===== src/hw/rtl/telnet_iac_filter_negotiator_macros.svh =====
// Assertion macros for the telnet IAC filter.
// No dependencies; included by files that carry concurrent assertions.
`ifndef TELNET_IAC_FILTER_NEGOTIATOR_MACROS_SVH
`define TELNET_IAC_FILTER_NEGOTIATOR_MACROS_SVH

// same-cycle implication, disabled during reset
`define TIFN_ASSERT_NOW(label, clk, rst, ante, cons) \
   label: assert property (@(posedge clk) disable iff (rst) (ante) |-> (cons)) \
      else $error("assertion failed: same-cycle check");

// next-cycle implication, disabled during reset
`define TIFN_ASSERT_NEXT(label, clk, rst, ante, cons) \
   label: assert property (@(posedge clk) disable iff (rst) (ante) |=> (cons)) \
      else $error("assertion failed: next-cycle check");

`endif


===== src/hw/rtl/tifn_pkg.sv =====
// Types and constants for the telnet IAC filter and option negotiator.
// No dependencies.
package tifn_pkg;

   localparam logic [7:0] T_IAC  = 8'd255;
   localparam logic [7:0] T_WILL = 8'd251;
   localparam logic [7:0] T_WONT = 8'd252;
   localparam logic [7:0] T_DO   = 8'd253;
   localparam logic [7:0] T_DONT = 8'd254;
   localparam logic [7:0] T_SB   = 8'd250;
   localparam logic [7:0] T_SE   = 8'd240;

   localparam logic [7:0] OPT_ECHO = 8'd1;
   localparam logic [7:0] OPT_SGA  = 8'd3;

   localparam logic KIND_DATA  = 1'b0;
   localparam logic KIND_REPLY = 1'b1;

   typedef enum logic [2:0] {
      ST_DATA   = 3'd0,
      ST_IAC    = 3'd1,
      ST_OPTION = 3'd2,
      ST_SUB    = 3'd3,
      ST_SUBIAC = 3'd4
   } parse_state_type;

endpackage


===== src/hw/rtl/telnet_iac_filter_negotiator.sv =====
// Telnet receive filter and option negotiator; uses tifn_pkg and the macros header.
// Path: an accepted input word passes the input register, then the result register, to rsp_tvalid.
// Throughput: one word per cycle while rsp_tready keeps the result register free; the
// parser state updates once per word as it leaves the input register.
// Reset (synchronous, active high): parser in data state, pending verb zero, both
// stages empty.
`include "telnet_iac_filter_negotiator_macros.svh"

module telnet_iac_filter_negotiator (
   input  logic        clock,
   input  logic        reset,
   input  logic        req_tvalid,
   output logic        req_tready,
   input  logic [7:0]  req_tdata,   // [7:0] rx_byte
   output logic        rsp_tvalid,
   input  logic        rsp_tready,
   output logic [23:0] rsp_tdata,   // [7:0] data_byte, [15:8] reply_verb, [23:16] reply_option
   output logic [0:0]  rsp_tuser    // [0] out_kind
);
   import tifn_pkg::*;

   parse_state_type state_ff, state_in;
   logic [7:0]      verb_ff, verb_in;
   logic            in_valid_ff;
   logic [7:0]      in_byte_ff;
   logic            out_valid_ff;
   logic            out_kind_ff;
   logic [23:0]     out_data_ff;

   logic            advance;
   logic            emit;
   logic            kind;
   logic [7:0]      data_byte;
   logic [7:0]      reply_verb;
   logic [7:0]      reply_option;

   assign advance    = in_valid_ff && (!out_valid_ff || rsp_tready);
   assign req_tready = !in_valid_ff || advance;

   // parser: next state and result word
   always_comb begin
      state_in     = state_ff;
      verb_in      = verb_ff;
      emit         = 1'b0;
      kind         = KIND_DATA;
      data_byte    = 8'd0;
      reply_verb   = 8'd0;
      reply_option = 8'd0;
      if (advance) begin
         case (state_ff)
            ST_IAC: begin
               if (in_byte_ff == T_IAC) begin
                  state_in  = ST_DATA;
                  emit      = 1'b1;
                  data_byte = T_IAC;
               end else if (in_byte_ff inside {[T_WILL:T_DONT]}) begin
                  verb_in  = in_byte_ff;
                  state_in = ST_OPTION;
               end else if (in_byte_ff == T_SB) begin
                  state_in = ST_SUB;
               end else begin
                  state_in = ST_DATA;
               end
            end
            ST_OPTION: begin
               state_in     = ST_DATA;
               emit         = 1'b1;
               kind         = KIND_REPLY;
               reply_option = in_byte_ff;
               if (verb_ff == T_WILL) begin
                  reply_verb = (in_byte_ff inside {OPT_ECHO, OPT_SGA}) ? T_DO : T_DONT;
               end else if (verb_ff == T_DO) begin
                  reply_verb = (in_byte_ff == OPT_SGA) ? T_WILL : T_WONT;
               end else if (verb_ff == T_WONT) begin
                  reply_verb = T_DONT;
               end else begin
                  reply_verb = T_WONT;
               end
            end
            ST_SUB: begin
               if (in_byte_ff == T_IAC) begin
                  state_in = ST_SUBIAC;
               end
            end
            ST_SUBIAC: begin
               state_in = (in_byte_ff == T_SE) ? ST_DATA : ST_SUB;
            end
            default: begin
               if (in_byte_ff == T_IAC) begin
                  state_in = ST_IAC;
               end else begin
                  state_in  = ST_DATA;
                  emit      = 1'b1;
                  data_byte = in_byte_ff;
               end
            end
         endcase
      end
   end

   always_ff @(posedge clock) begin
      if (reset) begin
         state_ff <= ST_DATA;
         verb_ff  <= 8'd0;
      end else begin
         state_ff <= state_in;
         verb_ff  <= verb_in;
      end
   end

   // input register
   always_ff @(posedge clock) begin
      if (reset) begin
         in_valid_ff <= 1'b0;
      end else if (req_tready) begin
         in_valid_ff <= req_tvalid;
      end
   end

   always_ff @(posedge clock) begin
      if (req_tvalid && req_tready) begin
         in_byte_ff <= req_tdata;
      end
   end

   // result register
   always_ff @(posedge clock) begin
      if (reset) begin
         out_valid_ff <= 1'b0;
      end else if (advance) begin
         out_valid_ff <= emit;
      end else if (rsp_tready) begin
         out_valid_ff <= 1'b0;
      end
   end

   always_ff @(posedge clock) begin
      if (advance && emit) begin
         out_kind_ff <= kind;
         out_data_ff <= {reply_option, reply_verb, data_byte};
      end
   end

   assign rsp_tvalid   = out_valid_ff;
   assign rsp_tdata    = out_data_ff;
   assign rsp_tuser[0] = out_kind_ff;

   `TIFN_ASSERT_NOW(a_option_has_verb, clock, reset, state_ff == ST_OPTION,
      verb_ff == T_WILL || verb_ff == T_WONT || verb_ff == T_DO || verb_ff == T_DONT)
   `TIFN_ASSERT_NOW(a_reply_fields, clock, reset, rsp_tvalid && rsp_tuser[0] == KIND_REPLY,
      rsp_tdata[7:0] == 8'd0 && rsp_tdata[15:8] >= T_WILL && rsp_tdata[15:8] <= T_DONT)
   `TIFN_ASSERT_NOW(a_data_fields, clock, reset, rsp_tvalid && rsp_tuser[0] == KIND_DATA,
      rsp_tdata[23:8] == 16'd0)
   `TIFN_ASSERT_NEXT(a_input_hold, clock, reset, in_valid_ff && !advance,
      in_valid_ff && $stable(in_byte_ff) && $stable(state_ff))

endmodule


===== config.mk =====
export PLATFORM = sky130hd
export DESIGN_NAME = telnet_iac_filter_negotiator
export DESIGN_NICKNAME = d
export VERILOG_FILES = /design/src/hw/rtl/tifn_pkg.sv /design/src/hw/rtl/telnet_iac_filter_negotiator.sv
export VERILOG_INCLUDE_DIRS = /design/src /design/src/hw/rtl
export SDC_FILE = /design/constraint.sdc
export NUM_CORES = 1
export LEC_CHECK = 0
export ABC_AREA = 1
export ABC_CLOCK_PERIOD_IN_PS = 2500
export BUFFER_PORTS_ARGS = -buffer_cell sky130_fd_sc_hd__buf_2
export CORE_MARGIN = 4
export CORE_UTILIZATION = 40
export CTS_BUF_LIST = sky130_fd_sc_hd__clkbuf_4
export DETAILED_ROUTE_END_ITERATION = 10
export SETUP_SLACK_MARGIN = 0.3
export SLEW_MARGIN = 40
export SYNTH_ARGS = -nofsm -noshare
export SYNTH_HDL_FRONTEND = slang
export SYNTH_SLANG_ARGS = --single-unit

===== constraint.sdc =====
create_clock -name clock -period 2.5 [get_ports clock]
set_clock_uncertainty 0.2 [all_clocks]
set_input_delay 0.5 -clock clock [delete_from_list [all_inputs] [get_ports clock]]
set_output_delay 0.5 -clock clock [all_outputs]
set_load 0.01 [all_outputs]

Word level (Yosys, flattened, before mapping)
Index checks and enable logic that the tools add are counted.
Storage, ports and cells
  word-level logic and storage cells: 61
  input bits: 12
  flip-flop bits (word level): 46
Cells by class
  reductions and logical operators: 15
  eq/ne operators: 13
  $lt $le $gt $ge: 2
  muxes and demuxes: 22
  bitwise operators: 1
Operators with widths (number)
  equality test 8 bit, second input constant: 6
  two-way mux 8 bit: 2
  case mux 8 bit (2 select lines): 1
  two-way mux 2 bit: 6
  two-way mux 3 bit: 4
  case mux 3 bit (4 select lines): 1
  equality test 8 x 1 -> 1 bit, second input constant: 1
  equality test 8 x 2 -> 1 bit, second input constant: 1
  >= comparator 8 bit, second input constant: 1
  less-or-equal comparator 8 bit, second input constant: 1
  two-way mux 1 bit: 7
  equality test 3 x 2 -> 1 bit, second input constant: 2
  logical AND 1 bit: 4
  AND reduction 2 bit: 2
  AND reduction 4 bit: 1
  nonzero test 2 bit: 2
  equality test 3 x 1 -> 1 bit, second input constant: 1
  equality test 3 bit, second input constant: 1
  case mux 1 bit (3 select lines): 1
  OR reduction 3 bit: 1
  zero test 1 bit: 2
  logical OR 1 bit: 2
  != test 2 bit, second input constant: 1
  OR reduction 2 bit: 1
  NOT 1 bit: 1

Logic depth before layout (Yosys ltp)
  word-level depth: 5
  gate-level depth with buffers: 9

Worst setup path after synthesis
OpenSTA, ideal clock, no wires.
  path kind: register to register
  start: register in_byte_ff[3]
  end: register out_data_ff[0], in the netlist rsp_tdata[0] (enable)
  setup slack: 0.562 ns
  arrival time: 1.362 ns
  path buffers: 0
  period minus slack after synthesis: 1.938 ns
  stages on the path, launching flop included: 7
  required time: 1.924 ns
  cells stage by stage: edfxtp_1 > nand2_2 > nor2_4 > nand3_4 > nand2_1 > nand3_1 > inv_1
Between the ends
  longest elaborated chain between the ends: 5
  elaborated cells between the ends (all ways): 6
  classes of those cells: eq/ne: 1; mux: 4; reduce/logical: 1
RTL lines
  from (decl): line telnet_iac_filter_negotiator.sv:25  | logic [7:0] in_byte_ff;
  from (signal assigned): line telnet_iac_filter_negotiator.sv:122  | in_byte_ff <= req_tdata;
  equality test 8 bit (*): line telnet_iac_filter_negotiator.sv:52, telnet_iac_filter_negotiator.sv:89
  two-way mux 1 bit (on tied branches): line telnet_iac_filter_negotiator.sv:89, telnet_iac_filter_negotiator.sv:52
  case mux 1 bit (3 select lines) (*): line telnet_iac_filter_negotiator.sv:50  | case (state_ff)
  two-way mux 1 bit (*): line telnet_iac_filter_negotiator.sv:49  | if (advance) begin
  logical AND 1 bit (*): line telnet_iac_filter_negotiator.sv:138  | if (advance && emit) begin
  to (signal assigned): line telnet_iac_filter_negotiator.sv:140  | out_data_ff <= {reply_option, reply_verb, data_byte};
  to (decl): line telnet_iac_filter_negotiator.sv:28  | logic [23:0] out_data_ff;
Mark *: on every way between the ends. The rest lies on a longest branch, timed or not.
A chain may end at the register's enable or synchronous reset.

Final worst setup path
  start: register in_byte_ff[3]
  end: register out_data_ff[15], in the netlist rsp_tdata[15] (enable)
The elaborated chain is that of the path after synthesis.

==> flow_metrics.tcl <==
set metrics [dict create \
    synth-seq-area-share 0.597 \
    area_delta_synth_final_pct 14.9 \
    critical_path_class "reg -> reg" \
    viasPerCell 4.78 \
    grt_max_degree 22 \
    place.gp.congestion 0.823 \
    clkTransAtPathRegs_ps 120 \
    crit_arrival_ps 1800 \
    maxCapViolCount 0 \
    overflow 0 \
    io_buffers 38 \
    power.leakage_uw 0.000934 \
    yosysWarnings 0 \
    io_pins 39 \
    finalNetCount 248 \
    fin_crit_ps 1940 \
    layout-drive-gt1-share 0.283 \
    dieArea_sq_um 5900 \
    cts_sinks 42 \
    ys_ff_latch 42 \
    run_status "completed" \
    initial_core_util 0.423 \
    maxSlewViolCount 0 \
    tightest_slew_ps 428 \
    synth_area_leaders "edfxtp_1 (46%), dfxtp_1 (14%), nor2_1 (7.3%)" \
    hold_ws_ps 113 \
    hold_class "in -> reg" \
    rsz0062_at_grt "no" \
    syn-num-nets 208 \
    cts-resized-gates 0 \
    synthCells 196 \
    endpoint "rsp_tdata[15]" \
    max_freq_mhz 515 \
    antenna_found_initial 0 \
    synth_top_area_frac 0.460 \
    gr-usage-all-layers 0.129 \
    synth_top_area_cell "edfxtp_1" \
    fin_crit_sh 0.777 \
    n_fill_cell 426 \
    vias 1381 \
    cts_buffers 5 \
    synth.avg_cell_area_sq_um 9.66 \
    grt_pass1_wl_mm 6.06 \
    end_kind "register" \
    cts_tree "done" \
    p_int_uw 931 \
    crit_path_max_fanout 21 \
    syn_area_sq_um 1890 \
    drt_iter0_markers 94 \
    finalPower_uw 1260 \
    required_ps 2350 \
    root_buffer "clkbuf_4" \
    r2r_start "in_byte_ff[3]" \
    row_count 24 \
    reg2reg_depth 7 \
    firstDrtPassIters 4 \
    fin_ws_ps 557 \
    drc 0 \
    setup_tns_ps 0 \
    powerDensity_nw_per_um2 579 \
    post-cts-setup-buffers 0 \
    power_frac_seq 0.633 \
    pwr-share-comb 0.108 \
    post_drt_wl_per_cell_um 12.2 \
    wl_mm 3.53 \
    r2r_slack_ps 560 \
    ctsHoldBuffers 0 \
    swShare 0.261 \
    final-hold-violation-count 0 \
    dpl.hpwl_mm 2.68 \
    peakVddDrop_v 0.000371 \
    htree_levels 2 \
    die_y_um 76.8 \
    worstSkewPairLatency_ps 350 \
    dp_slack_ps 568 \
    cp-start-kind "register" \
    r2r-end "rsp_tdata[15]" \
    core_area_sq_um 4470 \
    n_antenna_cell 0 \
    power_frac_clock 0.259 \
    clk_path_buf_depth 2 \
    finalSetupViolCount 0 \
    switching_power_uw 328 \
    drtAntennaViolNets 0 \
    timing.slew.headroom 0.714 \
    die_w_um 76.8 \
    ys_types 20 \
    critical_path.startpoint "in_byte_ff[3]" \
    grt_pass1_vias 1334 \
]
==> logic make-up (layout without fill, tap and decap cells) <==
group / Yosys count / in the layout / synth area share
flip-flops: 42 / 42 / 0.597
buffers and inverters: 38 / 79 / 0.0839
AND/OR/NAND/NOR: 93 / 93 / 0.252
AO/OA/AOI/OAI: 23 / 23 / 0.0668
==> state kept, by name, summed over array words and instances (netlist names) <==
| name | count |
|---|---|
| verb_ff | 8 |
| rsp_tvalid | 1 |
| state_ff | 3 |
| in_byte_ff | 8 |
| rsp_tuser | 1 |
| rsp_tdata | 20 |
| in_valid_ff | 1 |
==> layout by cell type (no fill, tap or decap), drive strengths merged <==
cell	n
a21oi	16
buf	40
clkbuf	5
clkinv	2
clkinvlp	1
dfxtp	13
edfxtp	29
inv	31
nand2	26
nand3	19
nand4	4
nor2	43
nor3	1
o21ai	7
==> worst min path at each step <==
stage,slack (ps),end,start,depth (start not counted)
floorplan,230,verb_ff[7],verb_ff[7],2
global placement,250,verb_ff[6],verb_ff[6],2
detailed placement,250,verb_ff[6],verb_ff[6],2
CTS,100,in_byte_ff[6],req_tdata[6],1
global route,80,in_byte_ff[6],req_tdata[6],1
finish,110,in_byte_ff[3],req_tdata[3],1
==> worst max-delay path, stage by stage (launching register included) <==
cell	delay (ps)
edfxtp_1	490
nand2_2	120
nor2_4	170
nand3_4	140
nand2_1	90
nand3_1	100
inv_1	70
buf_4	260
==> cells in the mapped netlist <==
cell and n:
a21oi_1 15, a21oi_4 1, buf_2 1, buf_4 4, clkbuf_1 2, dfxtp_1 13
edfxtp_1 29, inv_1 27, inv_2 4, nand2_1 20, nand2_2 4, nand2_4 2
nand3_1 16, nand3_2 2, nand3_4 1, nand4_1 4, nor2_1 37, nor2_4 6
nor3_1 1, o21ai_0 7
==> stage by stage <==
| stage | util | instance area, sq um | std cells |
|---|---|---|---|
| after floorplan | - | 1890 | 196 |
| after global placement | 0.474 | 2120 | 281 |
| after detailed placement | 0.474 | 2120 | 281 |
| after CTS | 0.486 | 2170 | 289 |
| after global routing | 0.486 | 2170 | 289 |
| final | 0.486 | 2170 | 289 |
==> power by group through the flow <==
stage,Sequential [uW],Combinational (uW),Clock [uW]
after floorplan,821,83.4,0
after global placement,811,140,0
after detailed placement,813,138,0
after CTS,797,139,336
after global routing,802,154,365
final,797,136,326
==> metal layers <==
metal,share of wire,wire length (um),track usage,vias up
li1,-,-,-,714
met1,0.47,1670,0.172,611
met2,0.43,1530,0.196,48
met3,0.074,261,0.0386,8
met4,0.019,66,0.0543,0
met5,0,0,0,-
==> layout make-up <==
| class | count | area, sq um | area share |
|---|---|---|---|
| multi-input combinational | 116 | 603 | 0.277 |
| clock inverter | 3 | 16.3 | 0.00748 |
| tap | 52 | 65.1 | 0.0299 |
| inverter | 31 | 116 | 0.0535 |
| clock buffer | 5 | 37.5 | 0.0173 |
| timing repair buffer | 40 | 205 | 0.0944 |
| sequential | 42 | 1130 | 0.520 |
(Power assumes the default switching activity.)
